### src/design/pcf_pkg.sv
// Package for the PNG chunk framer: job descriptor, queue sizing, CRC-32 step,
// signature table and byte select helpers.
// No dependencies.
`timescale 1ns / 1ps
`default_nettype none

package pcf_pkg;

  // Job queue between front and back
  localparam int unsigned QDEPTH = 2;
  localparam int unsigned QPW    = $clog2(QDEPTH);
  localparam int unsigned QCW    = $clog2(QDEPTH + 1);

  // CRC-32, reflected form
  localparam logic [31:0] CRC_POLY = 32'hEDB88320;
  localparam logic [31:0] CRC_INIT = 32'hFFFFFFFF;

  // Input mode codes
  localparam logic [1:0] MODE_SIG   = 2'd0;
  localparam logic [1:0] MODE_BEGIN = 2'd1;
  localparam logic [1:0] MODE_DATA  = 2'd2;

  // Byte index limits inside one job
  localparam logic [3:0] IDX_SIG_END      = 4'd7;
  localparam logic [3:0] IDX_HDR_END      = 4'd7;
  localparam logic [3:0] IDX_HDR_CRC_END  = 4'd11;
  localparam logic [3:0] IDX_DATA_END     = 4'd0;
  localparam logic [3:0] IDX_DATA_CRC_END = 4'd4;

  // Header byte groups, selected by idx[3:2]
  localparam logic [1:0] GRP_LEN  = 2'd0;
  localparam logic [1:0] GRP_TYPE = 2'd1;

  typedef enum logic [1:0] {
    JOB_SIG,
    JOB_HDR,
    JOB_DATA,
    JOB_MISUSE
  } job_kind_e;

  // One classified request, as handed from front to back
  typedef struct packed {
    job_kind_e   kind;
    logic        close;   // CRC trailer follows
    logic [30:0] length;
    logic [31:0] ctype;
    logic [7:0]  data;
  } job_t;

  typedef struct packed {
    logic full;
    logic empty;
  } q_status_t;

  // Fold one byte into the running CRC
  function automatic logic [31:0] crc_byte(input logic [31:0] c_in, input logic [7:0] b);
    logic [31:0] c;
    c = c_in ^ {24'd0, b};
    for (int k = 0; k < 8; k++) begin
      if (c[0]) begin
        c = CRC_POLY ^ (c >> 1);
      end else begin
        c = c >> 1;
      end
    end
    return c;
  endfunction

  // PNG file signature
  function automatic logic [7:0] sig_byte(input logic [2:0] i);
    logic [7:0] b;
    unique case (i)
      3'd0: b = 8'h89;
      3'd1: b = 8'h50;
      3'd2: b = 8'h4E;
      3'd3: b = 8'h47;
      3'd4: b = 8'h0D;
      3'd5: b = 8'h0A;
      3'd6: b = 8'h1A;
      3'd7: b = 8'h0A;
    endcase
    return b;
  endfunction

  // Big-endian byte select: 0 gives bits 31..24
  function automatic logic [7:0] byte_of(input logic [31:0] w, input logic [1:0] sel);
    logic [7:0] b;
    unique case (sel)
      2'd0: b = w[31:24];
      2'd1: b = w[23:16];
      2'd2: b = w[15:8];
      2'd3: b = w[7:0];
    endcase
    return b;
  endfunction

endpackage

`default_nettype wire

### src/design/pcf_front.sv
// Front of the PNG chunk framer: accepts requests, tracks the open chunk and
// its remaining payload count, and pushes classified jobs. Uses pcf_pkg.
`timescale 1ns / 1ps
`default_nettype none

module pcf_front import pcf_pkg::*; (
  input  wire logic        clk_i,
  input  wire logic        rst_ni,
  input  wire logic        in_valid_i,
  output logic             in_stall_o,
  input  wire logic [1:0]  mode_i,
  input  wire logic [30:0] chunk_length_i,
  input  wire logic [31:0] chunk_type_i,
  input  wire logic [7:0]  data_byte_i,
  input  wire q_status_t   q_status_i,
  output logic             push_o,
  output job_t             job_o
);

  logic        chunk_open_q, chunk_open_d;
  logic [30:0] bytes_left_q, bytes_left_d;
  logic [30:0] left_m1;
  logic        accept;

  assign in_stall_o = q_status_i.full;
  assign accept     = in_valid_i && !in_stall_o;
  assign left_m1    = bytes_left_q - 31'd1;

  // Classify the request and update chunk bookkeeping
  always_comb begin
    chunk_open_d = chunk_open_q;
    bytes_left_d = bytes_left_q;
    push_o       = 1'b0;
    job_o.kind   = JOB_SIG;
    job_o.close  = 1'b0;
    job_o.length = chunk_length_i;
    job_o.ctype  = chunk_type_i;
    job_o.data   = data_byte_i;
    if (accept) begin
      unique case (mode_i)
        MODE_SIG: begin
          push_o     = 1'b1;
          job_o.kind = JOB_SIG;
        end
        MODE_BEGIN: begin
          push_o       = 1'b1;
          job_o.kind   = JOB_HDR;
          job_o.close  = (chunk_length_i == 31'd0);
          chunk_open_d = (chunk_length_i != 31'd0);
          bytes_left_d = chunk_length_i;
        end
        MODE_DATA: begin
          push_o = 1'b1;
          if (!chunk_open_q) begin
            job_o.kind = JOB_MISUSE;
          end else begin
            job_o.kind   = JOB_DATA;
            job_o.close  = (left_m1 == 31'd0);
            chunk_open_d = (left_m1 != 31'd0);
            bytes_left_d = left_m1;
          end
        end
        default: begin
          // unused mode: dropped
          push_o = 1'b0;
        end
      endcase
    end
  end

  always_ff @(posedge clk_i or negedge rst_ni) begin
    if (!rst_ni) begin
      chunk_open_q <= 1'b0;
      bytes_left_q <= 31'd0;
    end else begin
      chunk_open_q <= chunk_open_d;
      bytes_left_q <= bytes_left_d;
    end
  end

`ifndef SYNTH
  // A chunk is open exactly while payload bytes remain
  a_open_matches_count: assert property (@(posedge clk_i) disable iff (!rst_ni)
    chunk_open_q == (bytes_left_q != 31'd0))
    else $error("chunk_open out of step with bytes_left");
`endif

endmodule

`default_nettype wire

### src/design/pcf_queue.sv
// Short job queue between front and back of the PNG chunk framer.
// Register-based FIFO of job_t, depth QDEPTH. Uses pcf_pkg.
`timescale 1ns / 1ps
`default_nettype none

module pcf_queue import pcf_pkg::*; (
  input  wire logic clk_i,
  input  wire logic rst_ni,
  input  wire logic push_i,
  input  wire job_t job_i,
  input  wire logic pop_i,
  output job_t      head_o,
  output q_status_t status_o
);

  job_t           mem_q [QDEPTH];
  logic [QPW-1:0] wr_ptr_q, rd_ptr_q;
  logic [QCW-1:0] count_q;
  logic           do_push, do_pop;

  assign status_o.full  = (count_q == QCW'(QDEPTH));
  assign status_o.empty = (count_q == '0);
  assign do_push        = push_i && !status_o.full;
  assign do_pop         = pop_i && !status_o.empty;
  assign head_o         = mem_q[rd_ptr_q];

  // Storage, cleared at reset so the head never reads as unknown
  always_ff @(posedge clk_i or negedge rst_ni) begin
    if (!rst_ni) begin
      mem_q <= '{default: '0};
    end else if (do_push) begin
      mem_q[wr_ptr_q] <= job_i;
    end
  end

  // Pointers and fill count
  always_ff @(posedge clk_i or negedge rst_ni) begin
    if (!rst_ni) begin
      wr_ptr_q <= '0;
      rd_ptr_q <= '0;
      count_q  <= '0;
    end else begin
      if (do_push) begin
        wr_ptr_q <= (wr_ptr_q == QPW'(QDEPTH - 1)) ? '0 : wr_ptr_q + QPW'(1);
      end
      if (do_pop) begin
        rd_ptr_q <= (rd_ptr_q == QPW'(QDEPTH - 1)) ? '0 : rd_ptr_q + QPW'(1);
      end
      if (do_push && !do_pop) begin
        count_q <= count_q + QCW'(1);
      end else if (do_pop && !do_push) begin
        count_q <= count_q - QCW'(1);
      end
    end
  end

`ifndef SYNTH
  // Fill count stays within depth
  a_count_range: assert property (@(posedge clk_i) disable iff (!rst_ni)
    count_q <= QCW'(QDEPTH))
    else $error("job queue count beyond depth");
`endif

endmodule

`default_nettype wire

### src/design/pcf_back.sv
// Back of the PNG chunk framer: serializes queued jobs into output bytes,
// keeps the running CRC-32 and appends the trailer. Uses pcf_pkg.
`timescale 1ns / 1ps
`default_nettype none

module pcf_back import pcf_pkg::*; (
  input  wire logic      clk_i,
  input  wire logic      rst_ni,
  input  wire job_t      head_i,
  input  wire q_status_t q_status_i,
  output logic           pop_o,
  output logic           out_valid_o,
  input  wire logic      out_stall_i,
  output logic [7:0]     out_byte_o,
  output logic           chunk_done_o,
  output logic           misuse_o,
  output logic           last_o
);

  logic [3:0]  idx_q, idx_d;
  logic [31:0] crc_q, crc_d;
  logic        out_valid_q;
  logic [7:0]  out_byte_q;
  logic        chunk_done_q, misuse_q, last_q;

  logic        out_free, advance;
  logic [7:0]  nb_byte;
  logic        nb_done, nb_misuse, nb_end, crc_upd;
  logic [31:0] crc_base;
  logic [31:0] crc_out;
  logic [1:0]  crc_sel;

  assign out_free = !out_valid_q || !out_stall_i;
  assign advance  = !q_status_i.empty && out_free;
  assign pop_o    = advance && nb_end;
  assign crc_out  = ~crc_q;
  // trailer after a data byte: index 1..4 picks CRC byte 0..3
  assign crc_sel  = idx_q[1:0] - 2'd1;

  // Next byte of the head job
  always_comb begin
    nb_byte   = 8'd0;
    nb_done   = 1'b0;
    nb_misuse = 1'b0;
    nb_end    = 1'b0;
    crc_upd   = 1'b0;
    crc_base  = crc_q;
    unique case (head_i.kind)
      JOB_SIG: begin
        nb_byte = sig_byte(idx_q[2:0]);
        nb_end  = (idx_q == IDX_SIG_END);
      end
      JOB_HDR: begin
        if (idx_q[3:2] == GRP_LEN) begin
          nb_byte = byte_of({1'b0, head_i.length}, idx_q[1:0]);
        end else if (idx_q[3:2] == GRP_TYPE) begin
          nb_byte = byte_of(head_i.ctype, idx_q[1:0]);
          crc_upd = 1'b1;
          // first type byte restarts the CRC
          if (idx_q[1:0] == 2'd0) begin
            crc_base = CRC_INIT;
          end
        end else begin
          nb_byte = byte_of(crc_out, idx_q[1:0]);
          nb_done = (idx_q == IDX_HDR_CRC_END);
        end
        nb_end = head_i.close ? (idx_q == IDX_HDR_CRC_END) : (idx_q == IDX_HDR_END);
      end
      JOB_DATA: begin
        if (idx_q == IDX_DATA_END) begin
          nb_byte = head_i.data;
          crc_upd = 1'b1;
        end else begin
          nb_byte = byte_of(crc_out, crc_sel);
          nb_done = (idx_q == IDX_DATA_CRC_END);
        end
        nb_end = head_i.close ? (idx_q == IDX_DATA_CRC_END) : (idx_q == IDX_DATA_END);
      end
      JOB_MISUSE: begin
        nb_byte   = 8'd0;
        nb_misuse = 1'b1;
        nb_end    = 1'b1;
      end
    endcase
  end

  // Byte counter and CRC state
  always_comb begin
    idx_d = idx_q;
    crc_d = crc_q;
    if (advance) begin
      idx_d = nb_end ? 4'd0 : idx_q + 4'd1;
      if (crc_upd) begin
        crc_d = crc_byte(crc_base, nb_byte);
      end
    end
  end

  always_ff @(posedge clk_i or negedge rst_ni) begin
    if (!rst_ni) begin
      idx_q       <= 4'd0;
      crc_q       <= CRC_INIT;
      out_valid_q <= 1'b0;
    end else begin
      idx_q <= idx_d;
      crc_q <= crc_d;
      if (out_free) begin
        out_valid_q <= !q_status_i.empty;
      end
    end
  end

  // Output register payload
  always_ff @(posedge clk_i) begin
    if (advance) begin
      out_byte_q   <= nb_byte;
      chunk_done_q <= nb_done;
      misuse_q     <= nb_misuse;
      last_q       <= nb_end;
    end
  end

  assign out_valid_o  = out_valid_q;
  assign out_byte_o   = out_byte_q;
  assign chunk_done_o = chunk_done_q;
  assign misuse_o     = misuse_q;
  assign last_o       = last_q;

`ifndef SYNTH
  // Byte index never runs past a closing header
  a_idx_range: assert property (@(posedge clk_i) disable iff (!rst_ni)
    idx_q <= IDX_HDR_CRC_END)
    else $error("byte index out of range");

  // The final CRC byte always ends its request
  a_done_is_last: assert property (@(posedge clk_i) disable iff (!rst_ni)
    out_valid_q && chunk_done_q |-> last_q)
    else $error("chunk_done without last");

  // A misuse result is a lone zero byte
  a_misuse_shape: assert property (@(posedge clk_i) disable iff (!rst_ni)
    out_valid_q && misuse_q |-> last_q && !chunk_done_q && out_byte_q == 8'd0)
    else $error("malformed misuse result");
`endif

endmodule

`default_nettype wire

### src/design/png_chunk_framer_crc32_top.sv
// Channel  Dir  Handshake              Payload
// in       in   in_valid_i/in_stall_o  mode_i, chunk_length_i, chunk_type_i, data_byte_i
// out      out  out_valid_o/out_stall_i out_byte_o, chunk_done_o, misuse_o, last_o
//
// One output byte per cycle while a job is queued and out_stall_i is low; an input
// request produces 1 byte per payload byte, 5 when it closes the chunk, 8 or 12 for a
// header, 8 for the signature. The output serializer in the back emits these bytes.
// A two-entry job queue lets requests be taken while the back still emits.
// Reset is asynchronous, active low; no clearing pass. Either side may stall.
// Top level of the PNG chunk framer; uses pcf_pkg, pcf_front, pcf_queue, pcf_back.
`timescale 1ns / 1ps
`default_nettype none

module png_chunk_framer_crc32_top import pcf_pkg::*; (
  input  wire logic        clk_i,
  input  wire logic        rst_ni,
  input  wire logic        in_valid_i,
  output logic             in_stall_o,
  input  wire logic [1:0]  mode_i,
  input  wire logic [30:0] chunk_length_i,
  input  wire logic [31:0] chunk_type_i,
  input  wire logic [7:0]  data_byte_i,
  output logic             out_valid_o,
  input  wire logic        out_stall_i,
  output logic [7:0]       out_byte_o,
  output logic             chunk_done_o,
  output logic             misuse_o,
  output logic             last_o
);

  q_status_t q_status;
  job_t      push_job, head_job;
  logic      push, pop;

  pcf_front u_front (
    .clk_i          (clk_i),
    .rst_ni         (rst_ni),
    .in_valid_i     (in_valid_i),
    .in_stall_o     (in_stall_o),
    .mode_i         (mode_i),
    .chunk_length_i (chunk_length_i),
    .chunk_type_i   (chunk_type_i),
    .data_byte_i    (data_byte_i),
    .q_status_i     (q_status),
    .push_o         (push),
    .job_o          (push_job)
  );

  pcf_queue u_queue (
    .clk_i    (clk_i),
    .rst_ni   (rst_ni),
    .push_i   (push),
    .job_i    (push_job),
    .pop_i    (pop),
    .head_o   (head_job),
    .status_o (q_status)
  );

  pcf_back u_back (
    .clk_i        (clk_i),
    .rst_ni       (rst_ni),
    .head_i       (head_job),
    .q_status_i   (q_status),
    .pop_o        (pop),
    .out_valid_o  (out_valid_o),
    .out_stall_i  (out_stall_i),
    .out_byte_o   (out_byte_o),
    .chunk_done_o (chunk_done_o),
    .misuse_o     (misuse_o),
    .last_o       (last_o)
  );

endmodule

`default_nettype wire

### config.mk
export PLATFORM = sky130hd
export DESIGN_NAME = png_chunk_framer_crc32_top
export DESIGN_NICKNAME = d
export VERILOG_FILES = /design/src/design/pcf_pkg.sv /design/src/design/pcf_front.sv /design/src/design/pcf_queue.sv /design/src/design/pcf_back.sv /design/src/design/png_chunk_framer_crc32_top.sv
export SDC_FILE = /design/constraint.sdc
export NUM_CORES = 1
export LEC_CHECK = 0
export BUFFER_PORTS_ARGS = -buffer_cell sky130_fd_sc_hd__buf_2
export CAP_MARGIN = 20
export CORE_MARGIN = 2
export CORE_UTILIZATION = 46
export DETAILED_ROUTE_END_ITERATION = 10
export HOLD_SLACK_MARGIN = 0.12
export PLACE_DENSITY_LB_ADDON = 0.25
export SYNTH_ARGS = -nofsm -noshare
export SYNTH_HDL_FRONTEND = slang
export SYNTH_SLANG_ARGS = --single-unit
### constraint.sdc
create_clock -name clk_i -period 8.8 [get_ports clk_i]
set_input_delay 1.32 -clock clk_i [delete_from_list [all_inputs] [get_ports clk_i]]
set_output_delay 1.32 -clock clk_i [all_outputs]
set_load 0.02 [all_outputs]
# --- Yosys cells after proc, flatten, opt, wreduce, memory -nomap -nowiden ---
# Memory sizes are Yosys's and may differ from the RTL's.
# Cells that the tools add are included.
word_totals:
  memories: 1
  rom_bits: 56
  inputBits: 77
  out_inout_bits: 13
  register_bits: 232
classes:
  n_lt_le_gt_ge: 3
  n_eq_ne: 17
  n_mux: 68
  n_reduce_logical: 32
  addsub: 7
  n_bitwise: 12
mem_list:
  columns: ["name", "words", "width", "rd", "rd_clocked_by_memory_dff", "write_ports", "line_no", "text"]
  rows:
  - ["(name not given)", 8, 7, 1, 0, 0, "pcf_pkg.sv:72", "unique case (i)"]
ops:
  columns: ["op", "n"]
  rows:
  - ["2-to-1 mux 32 bit", 26]
  - ["2-to-1 mux 74 bit", 4]
  - ["one-hot mux 8 bit (4 select lines)", 5]
  - ["bitwise mux 148 bit", 1]
  - ["NOT 13 -> 14 bit", 8]
  - ["demux 74 bit (select 1 bit)", 1]
  - ["zero test 31 bit", 2]
  - ["one-hot mux 31 bit (2 select lines)", 1]
  - ["nonzero test 31 bit", 2]
  - ["NOT 32 bit", 1]
  - ["XOR 32 x 8 -> 32 bit", 1]
  - ["2-to-1 mux 31 bit", 1]
  - ["subtractor 31 x 1 -> 31 bit, second input constant", 1]
  - ["2-to-1 mux 8 bit", 3]
  - ["== test 2 bit, second input constant", 8]
  - ["2-to-1 mux 1 bit", 16]
  - ["zero test 2 bit", 6]
  - ["== test 2 x 1 -> 1 bit, second input constant", 5]
  - ["== test 4 x 3 -> 1 bit, second input constant", 2]
  - ["logical AND 1 bit", 8]
  - ["one-hot mux 1 bit (2 select lines)", 4]
  - ["zero test 1 bit", 6]
  - ["adder 4 x 1 -> 4 bit, second input constant", 1]
  - ["== test 4 bit, second input constant", 1]
  - ["18 further kinds", 25]

# --- Logic depth before layout (Yosys ltp) ---
# Gate-level depths: netlist of the first run.
logic_depth:
  ltp_word: 39
  depth_mapped: 17

# --- By module ---
# Synthesis of the first run repeated with hierarchy kept, for this count alone.
hier_totals:
  hier_cells: 1283
  hier_area_um2: 14262.4
modules_own_cells:
  columns: ["module", "seq_area_each_um2", "area_each_um2", "cells_per_inst", "n_inst"]
  rows:
  - ["pcf_queue", 3803.6, 6891.6, 412, 1]
  - ["pcf_back", 1296.2, 4317.9, 467, 1]
  - ["pcf_front", 800.8, 3052.9, 404, 1]

# --- Worst setup path after synthesis of the first run ---
# No wires, ideal clock.
synth_path:
  path_kind: "register to register"
  from: "register u_queue.rd_ptr_q"
  to: "register u_back.crc_q[19]"
  synth_period_minus_slack_ps: 3885
  n_path_buf: 4
  path_slack_ps: 4915
  stages_incl_launch_ff: 17
  t_arrival_ps: 3813
  required_ps: 8728
  path_cell_list: "dfrtp_1 > buf_4 > buf_4 > buf_2 > mux2i_1 > inv_1 > ha_1 > nor4bb_1 > clkbuf_1 > a21oi_1 > o21ai_0 > a31o_1 > a211oi_4 > xor2_2 > xor3_2 > xor3_1 > o21ai_1"
synth_via:
  elab_chain_len: 36
  word_cells_on_any_way: 47
  classes_between: "eq/ne (3); mux (33); bitwise (9); reduce/logical (2)"
synth_lines:
  columns: ["element", "line_no", "text"]
  rows:
  - ["start: declaration", "pcf_queue.sv:17", "logic [QPW-1:0] wr_ptr_q, rd_ptr_q;"]
  - ["start signal: assignment", "pcf_queue.sv:47", "rd_ptr_q <= (rd_ptr_q == QPW'(QDEPTH - 1)) ? '0 : rd_ptr_q + QPW'(1);"]
  - ["NOT 1 -> 2 bit (implied by the code) *", "pcf_queue.sv:25", "assign head_o = mem_q[rd_ptr_q];"]
  - ["2-to-1 mux 74 bit (implied by the code) * (3 in a row)", "pcf_queue.sv:25", null]
  - ["one-hot mux 8 bit (4 select lines)", "pcf_pkg.sv:88", "unique case (sel)"]
  - ["2-to-1 mux 8 bit", "pcf_back.sv:56", "end else if (idx_q[3:2] == GRP_TYPE) begin"]
  - ["2-to-1 mux 8 bit", "pcf_back.sv:54", "if (idx_q[3:2] == GRP_LEN) begin"]
  - ["one-hot mux 8 bit (4 select lines)", "pcf_back.sv:48", "unique case (head_i.kind)"]
  - ["XOR 32 x 8 -> 32 bit", "pcf_pkg.sv:58", "c = c_in ^ {24'd0, b};"]
  - ["2-to-1 mux 32 bit", "pcf_pkg.sv:60", "if (c[0]) begin"]
  - ["[... 18 more ...]", null, null]
  - ["2-to-1 mux 32 bit", "pcf_back.sv:93", "if (crc_upd) begin"]
  - ["2-to-1 mux 32 bit", "pcf_back.sv:91", "if (advance) begin"]
  - ["NOT 13 -> 14 bit (no line)", null, null]
  - ["2-to-1 mux 32 bit", "pcf_pkg.sv:60", null]
  - ["2-to-1 mux 32 bit", "pcf_back.sv:93", null]
  - ["2-to-1 mux 32 bit", "pcf_back.sv:91", null]
  - ["NOT 13 -> 14 bit (no line)", null, null]
  - ["2-to-1 mux 32 bit", "pcf_pkg.sv:60", null]
  - ["end signal: assignment", "pcf_back.sv:106", "crc_q <= crc_d;"]
  - ["end: declaration", "pcf_back.sv:21", "logic [31:0] crc_q, crc_d;"]
# Mark *: on every way between the ends. The rest lies on a longest branch, timed or not. The select of a mux whose other input is x is not followed.
# A chain may end at the register's enable or synchronous reset.

# --- Worst setup path after layout of the first run ---
# Same ends and word-level chain as after synthesis.

==> results.txt, run 1 <==
- The initial antenna violation count came to 0.
- Number of global-route vias before repair: slightly below 10k
- Flip-flop and latch count after synthesis: approximately 230
* Routability Congestion: 0.935
- Number of enable flip-flop cells after synthesis: 11
* Top cells by area, synth: dfrtp_1 37%, nand2_1 9.2%, mux2_2 7.9%
- Clock tree from TritonCTS: done
- Tightest slew margin relative to the limit: ~29%
* Total length of routed wires: 36000 um
* Horizontal die dimension: 172 um
- Combinational logic is responsible for between 50% and 60% of the overall power.
* Number of hold-repair buffers added at the cts stage: 0
* Part of the cycle the worst path needs: between 50% and 60%
* Peak ir drop on the vdd network: around 0.29 mV
* Part of the power in the clock network: between 10% and 20%
* Net Sw Power: around 2.9 mW
- In this run the power density over the cells is approximately 480 nW/um^2.
* Number of placement rows: around 60
- The number of setup buffers added after CTS is 0.
- Wire length of the first global-routing pass: roughly 57000 um
- Sink of the worst hold path: u_queue.mem_q[139]$_DFFE_PN0P_
- Die area: ~29000 um^2
- Worst Reg-to-Reg Cells: 13
* Internal portion of total power: 4.10 mW
* Highest achievable clock rate: 222 MHz
- Hold Fails Final Rpt: 0
- In this run, the number of DRC markers left after iteration 0 of detailed routing was 1095.
- Layout overhead on the synthesized area: 12.3%
- Number of max-cap violations: 0
- Setup violations remaining at the end of the flow were counted as 0.
- The most used flip-flop cell after synthesis is dfrtp_1.
- The tree is rooted in a clkbuf_16.
* Maximum buffer depth of the clock tree: 3
- CTS Sinks: 232
- The Yosys step of the flow raised 0 warnings.
- Clock latency on the worst-skew pair, taken at its later pin, is approximately 0.55 ns.
- Transition time at the pin with the least slew margin: between 1 and 1.5 ns
* Placed Instance Area: between 10000 and 15000 um^2
* Pin count of the biggest net entering global routing: 80
- The final count of pins violating max slew was 0.
* Summed negative setup slack over all endpoints: 0 ns
- Setup repair after global routing left no endpoint under its margin.
- Setup CP Type: reg2reg
- Total non-filler cell area in the finished layout: 14500 um^2
* Critical register-to-register path endpoint: u_back.crc_q[19]$_DFFE_PN1P_
* Sequential share of the synthesized area: ~46%
- For this run the aggregate overflow at the end of global routing stands at 0.
- Post-route DRC: 0
* Sequential power share: about 29%
- Synth Cell Area: ~13000 um^2
- Switching part of the total: around two fifths
- For the final database, setup skew stands at about 0.0092 ns.
- A synthesized cell averages around 9.5 um^2.
- For this design the static power due to leakage is approximately 6.3 nW.
- Distinct cell type count after synthesis: between 80 and 90
- Input and output buffers added on the ports amount to 89.
- Clock-pin slew was measured on the worst setup and hold paths at ~0.06 ns.
- Vertical die dimension: 172 um
- The run finished with clean final reports.
* Tmin final: 4.51 ns
- In the routed layout, each cell is associated on average with a via count of around 5.7.
- Of all nets on the critical path, the largest fanout is 47.
* Total CTS buffers: 27
* Worst Hold Depth: 2
* Top-area cell type share of the netlist area: between 30% and 40%
* Final antenna-violating net count: 0
* Cell count after synthesis: 1365
- The biggest area contributor in the post-synthesis netlist is dfrtp_1.
- Register-to-register setup slack: around 4.3 ns
* Hold Path Origin: u_queue.mem_q[139]$_DFFE_PN0P_
* Floorplan Core Area: 27700 um^2
* Category of the worst setup path launch point: flop
* Type of destination of the critical path: flop
- CP Data Required Time: about 9.3 ns
- Start of the worst register-to-register path: u_queue.rd_ptr_q$_DFFE_PN0P_
- Share of post-route cells with drive strength above 1: between 20% and 30%
- Detailed Place HPWL: 24000 um
- Ant diodes: 0
* Arrival time reported for the critical path endpoint: approximately 5 ns
- Number of search-and-repair iterations in the first detailed-routing pass: 8
* Post-DR wirelength/cell: just under 20 um
- NumNets Final: 1510
- Resized Gates After CTS: 0
- Counting flops with an async set or reset pin after synthesis yields a share of a little over nine tenths.
* Global-route total usage across every layer: 24.8%
- Htree depth: 1
- For this configuration, the core starts out at a cell density of 46.6%.
- Vias post-DR: 10.4k
* Boundary Pins: 90
- Counting every net in the synthesized netlist gives about 1.5k.
* Path type of the worst min-delay path: reg2reg
==> critical path: stages, from the launching register on <==
cell and delay, ns:
dfrtp_2 0.34, buf_4 0.55, mux2i_1 0.38, inv_1 0.11
ha_1 0.34, and4b_1 0.24, buf_4 0.24, or2_2 0.34
nor2b_1 0.17, a211oi_4 0.49, xor2_2 0.25, xor3_2 0.49
xor3_1 0.37, o21ai_1 0.12
==> cells in the final DEF, fill, tap and decap left out, types with 27 or more instances in the layout <==
master,netlist,final
a21oi_1,53,53
buf_2,17,88
clkbuf_16,0,27
dfrtp_1,189,188
dfstp_2,32,32
mux2_2,91,91
mux2i_1,27,27
nand2_1,316,315
nand3_1,44,44
nor2_1,62,61
nor2b_1,34,34
o21ai_0,69,69
o22ai_1,36,36
xnor2_1,34,34
==> power by group through the flow <==
stage | combinational, mW | clock, mW | sequential, mW
final | 3.93 | 1.07 | 2.01
after global routing | 4.30 | 1.14 | 2.07
after CTS | 3.91 | 1.09 | 2.00
after detailed placement | 3.88 | 0 | 2.01
after global placement | 3.84 | 0 | 1.99
after floorplan | 3.12 | 0 | 1.89
==> routing by layer <==
metal	up-vias	share of wire (%)	track usage [%]
met4	0	2.1	5.93
met2	387	45	38.1
met1	5069	46	36.7
met3	48	7.0	3.93
met5	-	0	0
li1	4918	-	-
==> Yosys cell counts (all sizes together) (8+ instances only) <==
| cell type | count |
|---|---|
| nand2 | 316 |
| dfrtp | 189 |
| mux2 | 91 |
| o21ai | 84 |
| nor2 | 62 |
| clkbuf | 60 |
| a21oi | 53 |
| nand3 | 44 |
| xnor2 | 39 |
| o22ai | 36 |
| nor2b | 34 |
| dfstp | 32 |
| buf | 27 |
| mux2i | 27 |
| inv | 26 |
| xor2 | 21 |
| nor4 | 20 |
| a22oi | 19 |
| ha | 18 |
| nand2b | 13 |
| a222oi | 11 |
| edfxtp | 11 |
| nor3 | 10 |
| a31oi | 8 |
==> sequential cells by signal (all words and copies together), names as in the netlist <==
register,cells
u_queue.mem_q,148
u_back.crc_q,32
u_front.bytes_left_q,31
u_back.out_byte_o,8
u_back.idx_q,4
u_queue.count_q,2
u_back.chunk_done_o,1
u_back.last_o,1
u_back.misuse_o,1
u_back.out_valid_o,1
u_front.chunk_open_q,1
u_queue.rd_ptr_q,1
u_queue.wr_ptr_q,1
==> cell type report <==
cell class | count | area (um^2)
fillers | 2555 | 13200
multi-input cells | 1020 | 6580
flip-flops and latches | 232 | 5900
clock buffers | 43 | 796
repair buffers | 108 | 618
well taps | 378 | 473
inverters | 26 | 97.6
clock inverters | 6 | 47.5
==> through the flow <==
stage	std cells	hold WS, ns	setup WS, ns	total power, mW	utilization (%)
floorplan	1365	0.438	4.92	5.01	-
global placement	1763	0.454	4.44	5.84	49.2
detailed placement	1763	0.459	4.32	5.89	49.2
CTS	1812	0.473	4.29	7.00	52.3
global route	1813	0.490	3.98	7.51	52.4
finish	1813	0.471	4.29	7.01	52.4
==> logic make-up after synthesis <==
logic type      share of synthesized area (%)
simple gates                             18.7
compound gates                           14.0
flops                                    45.7
mux                                      10.0
buf+inv                                  3.62
xor+xnor                                 6.16
fa+ha+maj                                1.74
==> how the worst max path moves through the flow <==
stage                                       startpoint                           end  slack (ns)  depth (start not counted)
after floorplan           u_queue.rd_ptr_q$_DFFE_PN0P_  u_back.crc_q[19]$_DFFE_PN1P_        4.92                         16
after global placement    u_queue.rd_ptr_q$_DFFE_PN0P_  u_back.crc_q[19]$_DFFE_PN1P_        4.44                         13
after detailed placement  u_queue.rd_ptr_q$_DFFE_PN0P_  u_back.crc_q[19]$_DFFE_PN1P_        4.32                         13
after CTS                 u_queue.rd_ptr_q$_DFFE_PN0P_  u_back.crc_q[19]$_DFFE_PN1P_        4.29                         13
after global routing      u_queue.rd_ptr_q$_DFFE_PN0P_  u_back.crc_q[18]$_DFFE_PN1P_        3.98                         14
final                     u_queue.rd_ptr_q$_DFFE_PN0P_  u_back.crc_q[19]$_DFFE_PN1P_        4.29                         13
Note: power is estimated with default switching activity, not from simulation.
==> run 2, diff against run 1 <==
--- a/config.mk
+++ b/config.mk
@@ -5,6 +5,7 @@
 export SDC_FILE = /design/constraint.sdc
 export NUM_CORES = 1
 export LEC_CHECK = 0
+export ABC_AREA = 1
 export BUFFER_PORTS_ARGS = -buffer_cell sky130_fd_sc_hd__buf_2
 export CAP_MARGIN = 20
 export CORE_MARGIN = 2
==> constraint.sdc (replaced) <==
create_clock -name clk_i -period 3.9 [get_ports clk_i]
set_input_delay 0.585 -clock clk_i [delete_from_list [all_inputs] [get_ports clk_i]]
set_output_delay 0.585 -clock clk_i [all_outputs]
set_load 0.02 [all_outputs]
==> run 2 against run 1 <==
Compared with the run above:
- via count grew 21%
- synthesized area is 7.1% higher
- synthesized cell count increased by 42%
- total power increased by 140%
- critical path type unchanged
==> results.txt, run 2 <==
- The run finished with clean final reports.
- Leaving out fill and tap cells, the most frequent cell in the layout is nand2_1.
- After synthesis, the mean cell area works out to 7.15 um^2.
- Start of the worst register-to-register path: u_queue.rd_ptr_q$_DFFE_PN0P_
- At the worst endpoint, the required time is roughly 4.3 ns.
- In this run the critical register-to-register path is captured at u_queue.count_q[1]$_DFFE_PN0P_.
- The first detailed-routing pass ran for 5 iterations.
- Post-Route Skew: between 0.015 and 0.02 ns
- Dividing the detail-routed via count by the number of cells gives about 5.3.
* Tmin final: around 3.3 ns
- Post-CTS timing repair inserted 0 buffers for setup.
- NumNets Final: approximately 2.1k
- When the netlist entered floorplanning its net count stood at between 2k and 2.5k.
- In the post-route analysis, the smallest setup slack over all paths is between 0.5 and 0.6 ns.
- Timing would allow up to between 300 and 400 MHz.
- By area, the combinational part of the netlist is dominated by simple AND/OR/NAND/NOR gates.
- For this run, the register share of the synthesized area comes to between 40% and 50%.
- In the synthesized netlist the dominant register cell turns out to be dfrtp_1.
- Synth Cell Area: 13800 um^2
- Share of post-route cells with drive strength above 1: roughly 13%
- Most used cells in the layout excluding fill and tap cells: 688 x nand2_1, 226 x o21ai_0, 204 x inv_1
- Tightest slew margin relative to the limit: 37.4%
- Clock tree from TritonCTS: done
- The tree built by TritonCTS fans out to ~230 sinks.
* Number of max-cap violations: 0
- The worst-case IR drop observed on VDD is 0.428 mV.
- Setup repair after global routing left no endpoint under its margin.
- Type of destination of the critical path: flop
- Number of placement rows: 63
- The number of antenna diodes in the final layout is 0.
- Total gr overflow: 0
* Most frequent cell after synthesis: nand2_1
- Most common library cells after synthesis: 688 x nand2_1, 226 x o21ai_0, 206 x inv_1, 189 x dfrtp_1, 128 x nand3_1
- Dividing the detail-routed wire length by the instance count gives between 15 and 20 um.
* Synth Warn #: 0
* Sink of the worst hold path: u_back.out_valid_o$_DFFE_PN0N_
* Floorplan Core Area: 29600 um^2
- Number of enable flip-flop cells after synthesis: 11
- Max FFs per register: approximately 150
- The first global-routing pass estimated between 60000 and 70000 um of wire.
- Detailed Place HPWL: roughly 29000 um
* Mux contribution to synthesized area: less than 1%
- Area occupied by multi-input gates: 6630 um^2
* Part of the cycle the worst path needs: ~85%
* Total CTS buffers: 27
- Entering global routing, the biggest net connects between 100 and 150 pins.
* Hold Fails Final Rpt: 0
* Largest reg by FF count: u_queue.mem_q
- Layout overhead on the synthesized area: 11.8%
- After Yosys synthesis, XOR and XNOR cells account for 3.69% of the synthesized area.
- Prior to clock tree synthesis, the placed netlist has a worst setup slack of approximately 0.6 ns.
- Initial antenna violation count: 0
- Hold Path Origin: out_stall_i
- Post-route DRC: 0
- Adding up every negative setup slack in the final design gives 0 ns.
- Power per standard cell area: between 1000 and 1500 nW/um^2
- Resized Gates After CTS: 0
- Leakage power summed over all cells: 7.92 nW
* Register-to-register setup slack: around 0.57 ns
- Global-route total usage across every layer: between 20% and 30%
- Vias post-DR: 12.6k
- Maximum buffer depth of the clock tree: 3
- Summed over its instances, the top area cell type makes up between 30 and 40% of the synthesized netlist area.
* Max-slew violation total from the final report: 0
- The floorplan step set the die height to 177 um.
* Total length of routed wires: 40100 um
- Summing the areas of all and, or, nand and nor instances in the mapped netlist gives 29.8% of the synthesized area.
* Boundary Pins: 90
* Starting density of the core: roughly 47%
* Arrival time reported for the critical path endpoint: 3.76 ns
* Transition time at the pin with the least slew margin: ~0.94 ns
- Crit Path Max Fanout: 14
* Routability Congestion: slightly below 1
- The filler cells instantiated in the layout total a little under 3k.
* Clock insertion delay at the later pin of the skew report: around 0.56 ns
- Setup violations remaining at the end of the flow were counted as 0.
- In this run the remaining antenna-violating nets after routing total 0.
- The number of global-route vias before repair is 12.0k.
- Largest area contributor in the netlist: dfrtp_1
- Counting flops and latches in the post-synthesis netlist gives 232.
- Path type of the worst min-delay path: in2reg
- CTS placed an instance of clkbuf_16 at the clock tree root.
- Setup CP Type: reg2reg
- The die covers between 30000 and 40000 um^2.
- Number of DRC markers in iteration 0: about 1000
* Worst Reg-to-Reg Cells: 17
- The worst hold path passes through 3 cells.
- The cell count after synthesis came out at around 1.9k.
- Horizontal die dimension: 177 um
- Async set or reset register ratio after synthesis: 95.3%
- Across the whole layout, storage elements account for ~6000 um^2.
- Summing the areas of all compound-gate instances in the mapped netlist gives 12.6% of the synthesized area.
- CTS built an H-tree with a depth of 1.
* Biggest regs: u_queue.mem_q (148), u_back.crc_q (32), u_front.bytes_left_q (31)
* Clock-pin transition on the worst setup and hold timing paths: approximately 0.060 ns
- Distinct cell type count after synthesis: 45
- Tightest hold margin: 0.263 ns
- Input and output buffers added on the ports amount to between 80 and 90.
* Top cells by area, synth: dfrtp_1 34%, nand2_1 19%, o21ai_0 8.2%
- STA classifies the critical path startpoint as a flop.
- Summing the areas of all fa, ha and maj instances in the mapped netlist gives 1.63% of the synthesized area.
==> run 2: what timing repair did <==
action / in CTS / in global routing
hold endpoints to repair: 1 / 0
setup endpoints to repair: 0 / 0
hold buffers: 1 / 0
==> run 2: cell families after synthesis <==
kind of cell	after synthesis
buf+inv	306
mux	2
fa+ha+maj	18
compound gates	334
flops	232
xor+xnor	54
simple gates	990
==> run 2: layout make-up <==
type	count	area share, %
multi-input combinational	1398	42.8
sequential	232	38.1
inverter	216	5.30
clock buffer	32	4.75
timing repair buffer	110	4.38
tap	390	3.15
clock inverter	18	1.45
==> run 2: worst max-delay path by stage <==
stage | endpoint | start | cells past startpoint
2_1_floorplan | u_queue.count_q[1]$_DFFE_PN0P_ | u_queue.rd_ptr_q$_DFFE_PN0P_ | 20
5_1_grt | u_back.crc_q[19]$_DFFE_PN1P_ | u_back.idx_q[1]$_DFFE_PN0P_ | 21
3_3_place_gp | u_back.crc_q[24]$_DFFE_PN1P_ | u_back.idx_q[1]$_DFFE_PN0P_ | 22
4_1_cts | u_back.crc_q[29]$_DFFE_PN1P_ | u_back.idx_q[1]$_DFFE_PN0P_ | 21
3_5_place_dp | u_back.crc_q[19]$_DFFE_PN1P_ | u_back.idx_q[1]$_DFFE_PN0P_ | 20
6_report | u_queue.count_q[1]$_DFFE_PN0P_ | u_queue.rd_ptr_q$_DFFE_PN0P_ | 17
==> run 2: per-layer routing <==
| metal | track usage (%) | routed length, um | vias up |
|---|---|---|---|
| li1 | - | - | 6226 |
| met1 | 35.4 | 17800 | 5975 |
| met2 | 43.4 | 19200 | 317 |
| met3 | 3.64 | 1920 | 73 |
| met4 | 7.72 | 1200 | 0 |
| met5 | 0 | 0 | - |
==> run 2: critical path: stages (launching register included) <==
cell,delay [ns]
dfrtp_2,0.54
inv_8,0.03
or2_2,0.26
o21ai_0,0.15
ha_1,0.33
inv_1,0.19
o21ai_0,0.19
inv_1,0.08
a211oi_1,0.22
a211oi_1,0.08
nand2_1,0.09
nand2_1,0.09
inv_1,0.08
nand2_1,0.13
ha_1,0.35
a21oi_1,0.13
o21ai_0,0.11
xor2_1,0.15
==> run 2: stage by stage <==
stage | cells | total power [mW] | utilization [%] | instance area, um^2
final | 2396 | 16.7 | 52.2 | 15500
after global routing | 2396 | 18.2 | 52.2 | 15500
after CTS | 2396 | 16.7 | 52.2 | 15500
after detailed placement | 2345 | 13.9 | 49.0 | 14500
after global placement | 2345 | 13.8 | 49.0 | 14500
after floorplan | 1936 | 11.6 | - | 13800
==> run 2: report_power, final <==
part | internal [mW] | switching (mW) | total (mW)
Sequential | 3.70 | 0.798 | 4.50
Clock | 1.62 | 1.08 | 2.70
Combinational | 3.00 | 6.47 | 9.47
Total | 8.32 | 8.35 | 16.7
==> run 3, diff against run 2 <==
--- a/config.mk
+++ b/config.mk
@@ -8,7 +8,6 @@
 export ABC_AREA = 1
 export BUFFER_PORTS_ARGS = -buffer_cell sky130_fd_sc_hd__buf_2
 export CAP_MARGIN = 20
-export CORE_MARGIN = 2
 export CORE_UTILIZATION = 46
 export DETAILED_ROUTE_END_ITERATION = 10
 export HOLD_SLACK_MARGIN = 0.12
==> constraint.sdc (replaced) <==
create_clock -name clk_i -period 3.9 [get_ports clk_i]
set_input_delay 0.39 -clock clk_i [delete_from_list [all_inputs] [get_ports clk_i]]
set_output_delay 0.39 -clock clk_i [all_outputs]
set_load 0.02 [all_outputs]
==> run 3 against run 2 <==
Compared with the run above:
- flip-flop and latch count stayed put
- sequential power hardly changed
- clock skew rose by 0.0017 ns
- register-to-register slack got worse by 0.22 ns
- setup slack lost 0.22 ns
- critical endpoint is now u_back.crc_q[29]$_DFFE_PN1P_
- routed wire length up 1.3%
- largest power group unchanged
- total power increased by 0.69%
- count of clock-buffer cells in the layout is 7 higher
- final cell count up 1.7%
- first-iteration DRC count rose by 7.5%
- via count grew 2.8%
- sequential share of layout area is 0.87 points lower
==> results.txt, run 3 (synthesis gave the netlist of run 2 again) <==
* Ant diodes: 0
- The worst hold path was traced through 3 stages.
* Crit Path Max Fanout: 18
- Clk Tree Root Cell: clkbuf_16
- Summed negative setup slack over all endpoints: 0 ns
- Combinational cell fraction of total power: between 50% and 60%
- On the critical path the largest part of the delay comes from simple AND/OR/NAND/NOR gates.
- Clock tree from TritonCTS: done
* Resized Gates After CTS: 0
- Number of search-and-repair iterations in the first detailed-routing pass: 8
- Cell mode on critical path: nand2_1
- After filler insertion, the fill cell instance count of the layout stands at between 2k and 3k.
* Max FFs per register: between 100 and 150
* Path type of the worst min-delay path: in2reg
* Standard cell with the maximum stage delay on the critical path: ha_1
- Tightest slew margin relative to the limit: between 20 and 30%
- The worst register-to-register path has a setup slack of between 0.3 and 0.4 ns.
- Total CTS buffers: 28
- Tmin final: ~3.5 ns
- Total gr overflow: 0
- Arrival time reported for the critical path endpoint: between 4 and 5 ns
- Switching part of the total: around 50%
- Initial antenna violation count: 0
* Total length of routed wires: 40700 um
* Category of the worst setup path launch point: flop
- Pin count of the biggest net entering global routing: between 100 and 150
* Peak ir drop on the vdd network: about 0.54 mV
- Leaving out fill and tap cells, the most frequent cell in the layout is nand2_1.
- Max-cap violations in this run came to 0.
* Worst setup path endpoint: u_back.crc_q[29]$_DFFE_PN1P_
- After floorplanning, the core was sized to cover 29600 um^2.
* NumNets Final: around 2.1k
* Sequential power share: approximately a quarter
- Final antenna-violating net count: 0
- The worst setup path is of the reg2reg kind.
- The final count of pins violating max slew came to 0.
* Routability Congestion: between 0.9 and 1
* Part of the power in the clock network: 15.8%
* Part of the cycle the worst path needs: just over 90%
- CTS built an H-tree with a depth of 1.
- Number of logic stages on the critical path including buffering: 21
- Overall power consumption: ~17 mW
* CTS Sinks: around 230
* Hold Path Origin: chunk_type_i[5]
* Start of the worst register-to-register path: u_back.idx_q[1]$_DFFE_PN0P_
- Setup repair after global routing left no endpoint under its margin.
* Tightest hold margin: ~0.13 ns
* Final setup violation count: 0
- In the final layout, the share of cells above drive strength 1 is about an eighth.
- Power per standard cell area: between 1000 and 1500 nW/um^2
* Vias post-DR: 12.9k
* Global-route total usage across every layer: 27.0%
- Die area: slightly above 30000 um^2
- Worst setup path startpoint: u_back.idx_q[1]$_DFFE_PN0P_
- Post-DR wirelength/cell: about 17 um
- Horizontal die dimension: 175 um
- Leakage power summed over all cells: about 8 nW
- Count of port buffers added during placement: 89
- Leaving out fill and tap cells, the most frequent cells in the layout are 688 x nand2_1, 226 x o21ai_0, 204 x inv_1.
- In the routed layout, each cell is associated on average with a via count of between 5 and 6.
* Detailed Place HPWL: about 29000 um
- The detailed router finished its first iteration with 1060 violations.
- STA classifies the critical path endpoint as a flop.
* CP Data Required Time: 4.39 ns
* Placed Instance Area: 14500 um^2
- After routing the design area is around 16000 um^2.
* Max stage delay on crit path: between 0.5 and 0.6 ns
- The largest registers in the layout are u_queue.mem_q (148), u_back.crc_q (32), u_front.bytes_left_q (31).
- Clock-pin transition on the worst setup and hold timing paths: roughly 0.06 ns
- The number of buffers and inverters on the critical path is 2.
- The register with the most flip-flops in the final layout is u_queue.mem_q.
- # Post-CTS Setup Buffers: 0
- The analysis attributes to net switching a power of between 8 and 9 mW.
- Traced cell by cell, the critical path runs through inv_1 -> ha_1 -> buf_4 -> nand2_1 -> nand3_1 -> nand2_1 -> o211ai_1 -> nand2_1 -> nand2_1 -> nand2_1 -> nand2_1 -> nand2_1 -> nand2_1 -> nand2_1 -> nand2_1 -> nand2_2 -> nand2_1 -> nand2_2 -> nand2_1 -> nand3_1 -> o21ai_1.
- Number of placement rows: 63
- Worst Reg-to-Reg Cells: 21
- Maximum buffer depth of the clock tree: 3
- Hold Fails Final Rpt: 0
- For the pin with the worst max-slew slack, the measured transition is slightly above 1 ns.
- Across the whole layout, storage elements account for ~5900 um^2.
* Vertical die dimension: approximately 180 um
* Internal portion of total power: between 8 and 9 mW
* Utilization after layout: roughly 53%
- Boundary Pins: 90
- Clock latency on the worst-skew pair, taken at its later pin, is 0.56 ns.
* Post-Route Skew: ~0.017 ns
* Number of global-route vias before repair: 12.4k
- Layout overhead on the synthesized area: 14.4%
- Post-route DRC: 0
* Run status: finished clean
* Starting density of the core: between 40% and 50%
* Highest achievable clock rate: between 200 and 300 MHz
- Wire length of the first global-routing pass: 65800 um
- Area occupied by multi-input gates: roughly 6600 um^2
- Critical register-to-register path endpoint: u_back.crc_q[29]$_DFFE_PN1P_
## run 3: cell count changes in the layout (fill, tap and decap cells not counted), sizes merged
cell | before | now
buf | 109 | 116
bufinv | 4 | 2
clkbuf | 32 | 39
clkinv | 10 | 7
clkinvlp | 4 | 2
dlygate4sd3 | 1 | 35
## run 3: layout make-up
type                            count  area share, %
Clock buffer                       39           5.06
Timing Repair Buffer              151           6.68
Clock inverter                     11          0.861
Sequential cell                   232           37.3
Tap cell                          390           3.08
Inverter                          216           5.18
Multi-Input combinational cell   1398           41.9
## run 3: timing repair
item	4_1_cts	5_1_grt
endpoints found under the setup margin	0	0
hold endpoints to repair	140	0
hold buffers	35	0
## run 3: worst register-to-register path: stages (launching register included)
cell      delay, ns
dfrtp_1        0.47
inv_1          0.21
ha_1           0.51
buf_4          0.34
nand2_1        0.09
nand3_1        0.09
nand2_1        0.05
o211ai_1       0.10
nand2_1        0.07
nand2_1        0.06
nand2_1        0.07
nand2_1        0.12
nand2_1        0.10
nand2_1        0.08
nand2_1        0.31
nand2_1        0.22
nand2_2        0.14
nand2_1        0.10
nand2_2        0.11
nand2_1        0.08
nand3_1        0.06
o21ai_1        0.09
## run 3: stage by stage
stage | setup WS (ns) | std cells
3_5_place_dp | 0.439 | 2352
4_1_cts | 0.369 | 2437
6_report | 0.353 | 2437
2_1_floorplan | 0.795 | 1936
3_3_place_gp | 0.483 | 2352
5_1_grt | 0.0331 | 2437
## run 3: per-layer routing
layer	vias up	routed length (um)	part of all wire, %	global-route usage (%)
met5	-	0	0	0
met2	399	19300	48	44.7
met3	82	2170	5.3	3.70
li1	6319	-	-	-
met4	0	1440	3.5	9.38
met1	6146	17700	44	36.1
## run 3: how the worst min path moves through the flow
stage	slack, ns	endpoint
after global routing	0.13	u_queue.mem_q[9]$_DFFE_PN0P_
after CTS	0.12	u_queue.mem_q[98]$_DFFE_PN0P_
after global placement	0.45	u_queue.mem_q[146]$_DFFE_PN0P_
after floorplan	0.09	u_back.idx_q[0]$_DFFE_PN0P_
after detailed placement	0.46	u_queue.mem_q[146]$_DFFE_PN0P_
final	0.13	u_queue.mem_q[87]$_DFFE_PN0P_
## run 3: power groups by stage
stage	Sequential (mW)	Clock [mW]	Combinational (mW)
2_1_floorplan	4.30	0	7.26
6_report	4.47	2.65	9.67
3_3_place_gp	4.46	0	9.39
3_5_place_dp	4.46	0	9.52
5_1_grt	4.60	2.80	10.8
4_1_cts	4.45	2.69	9.58
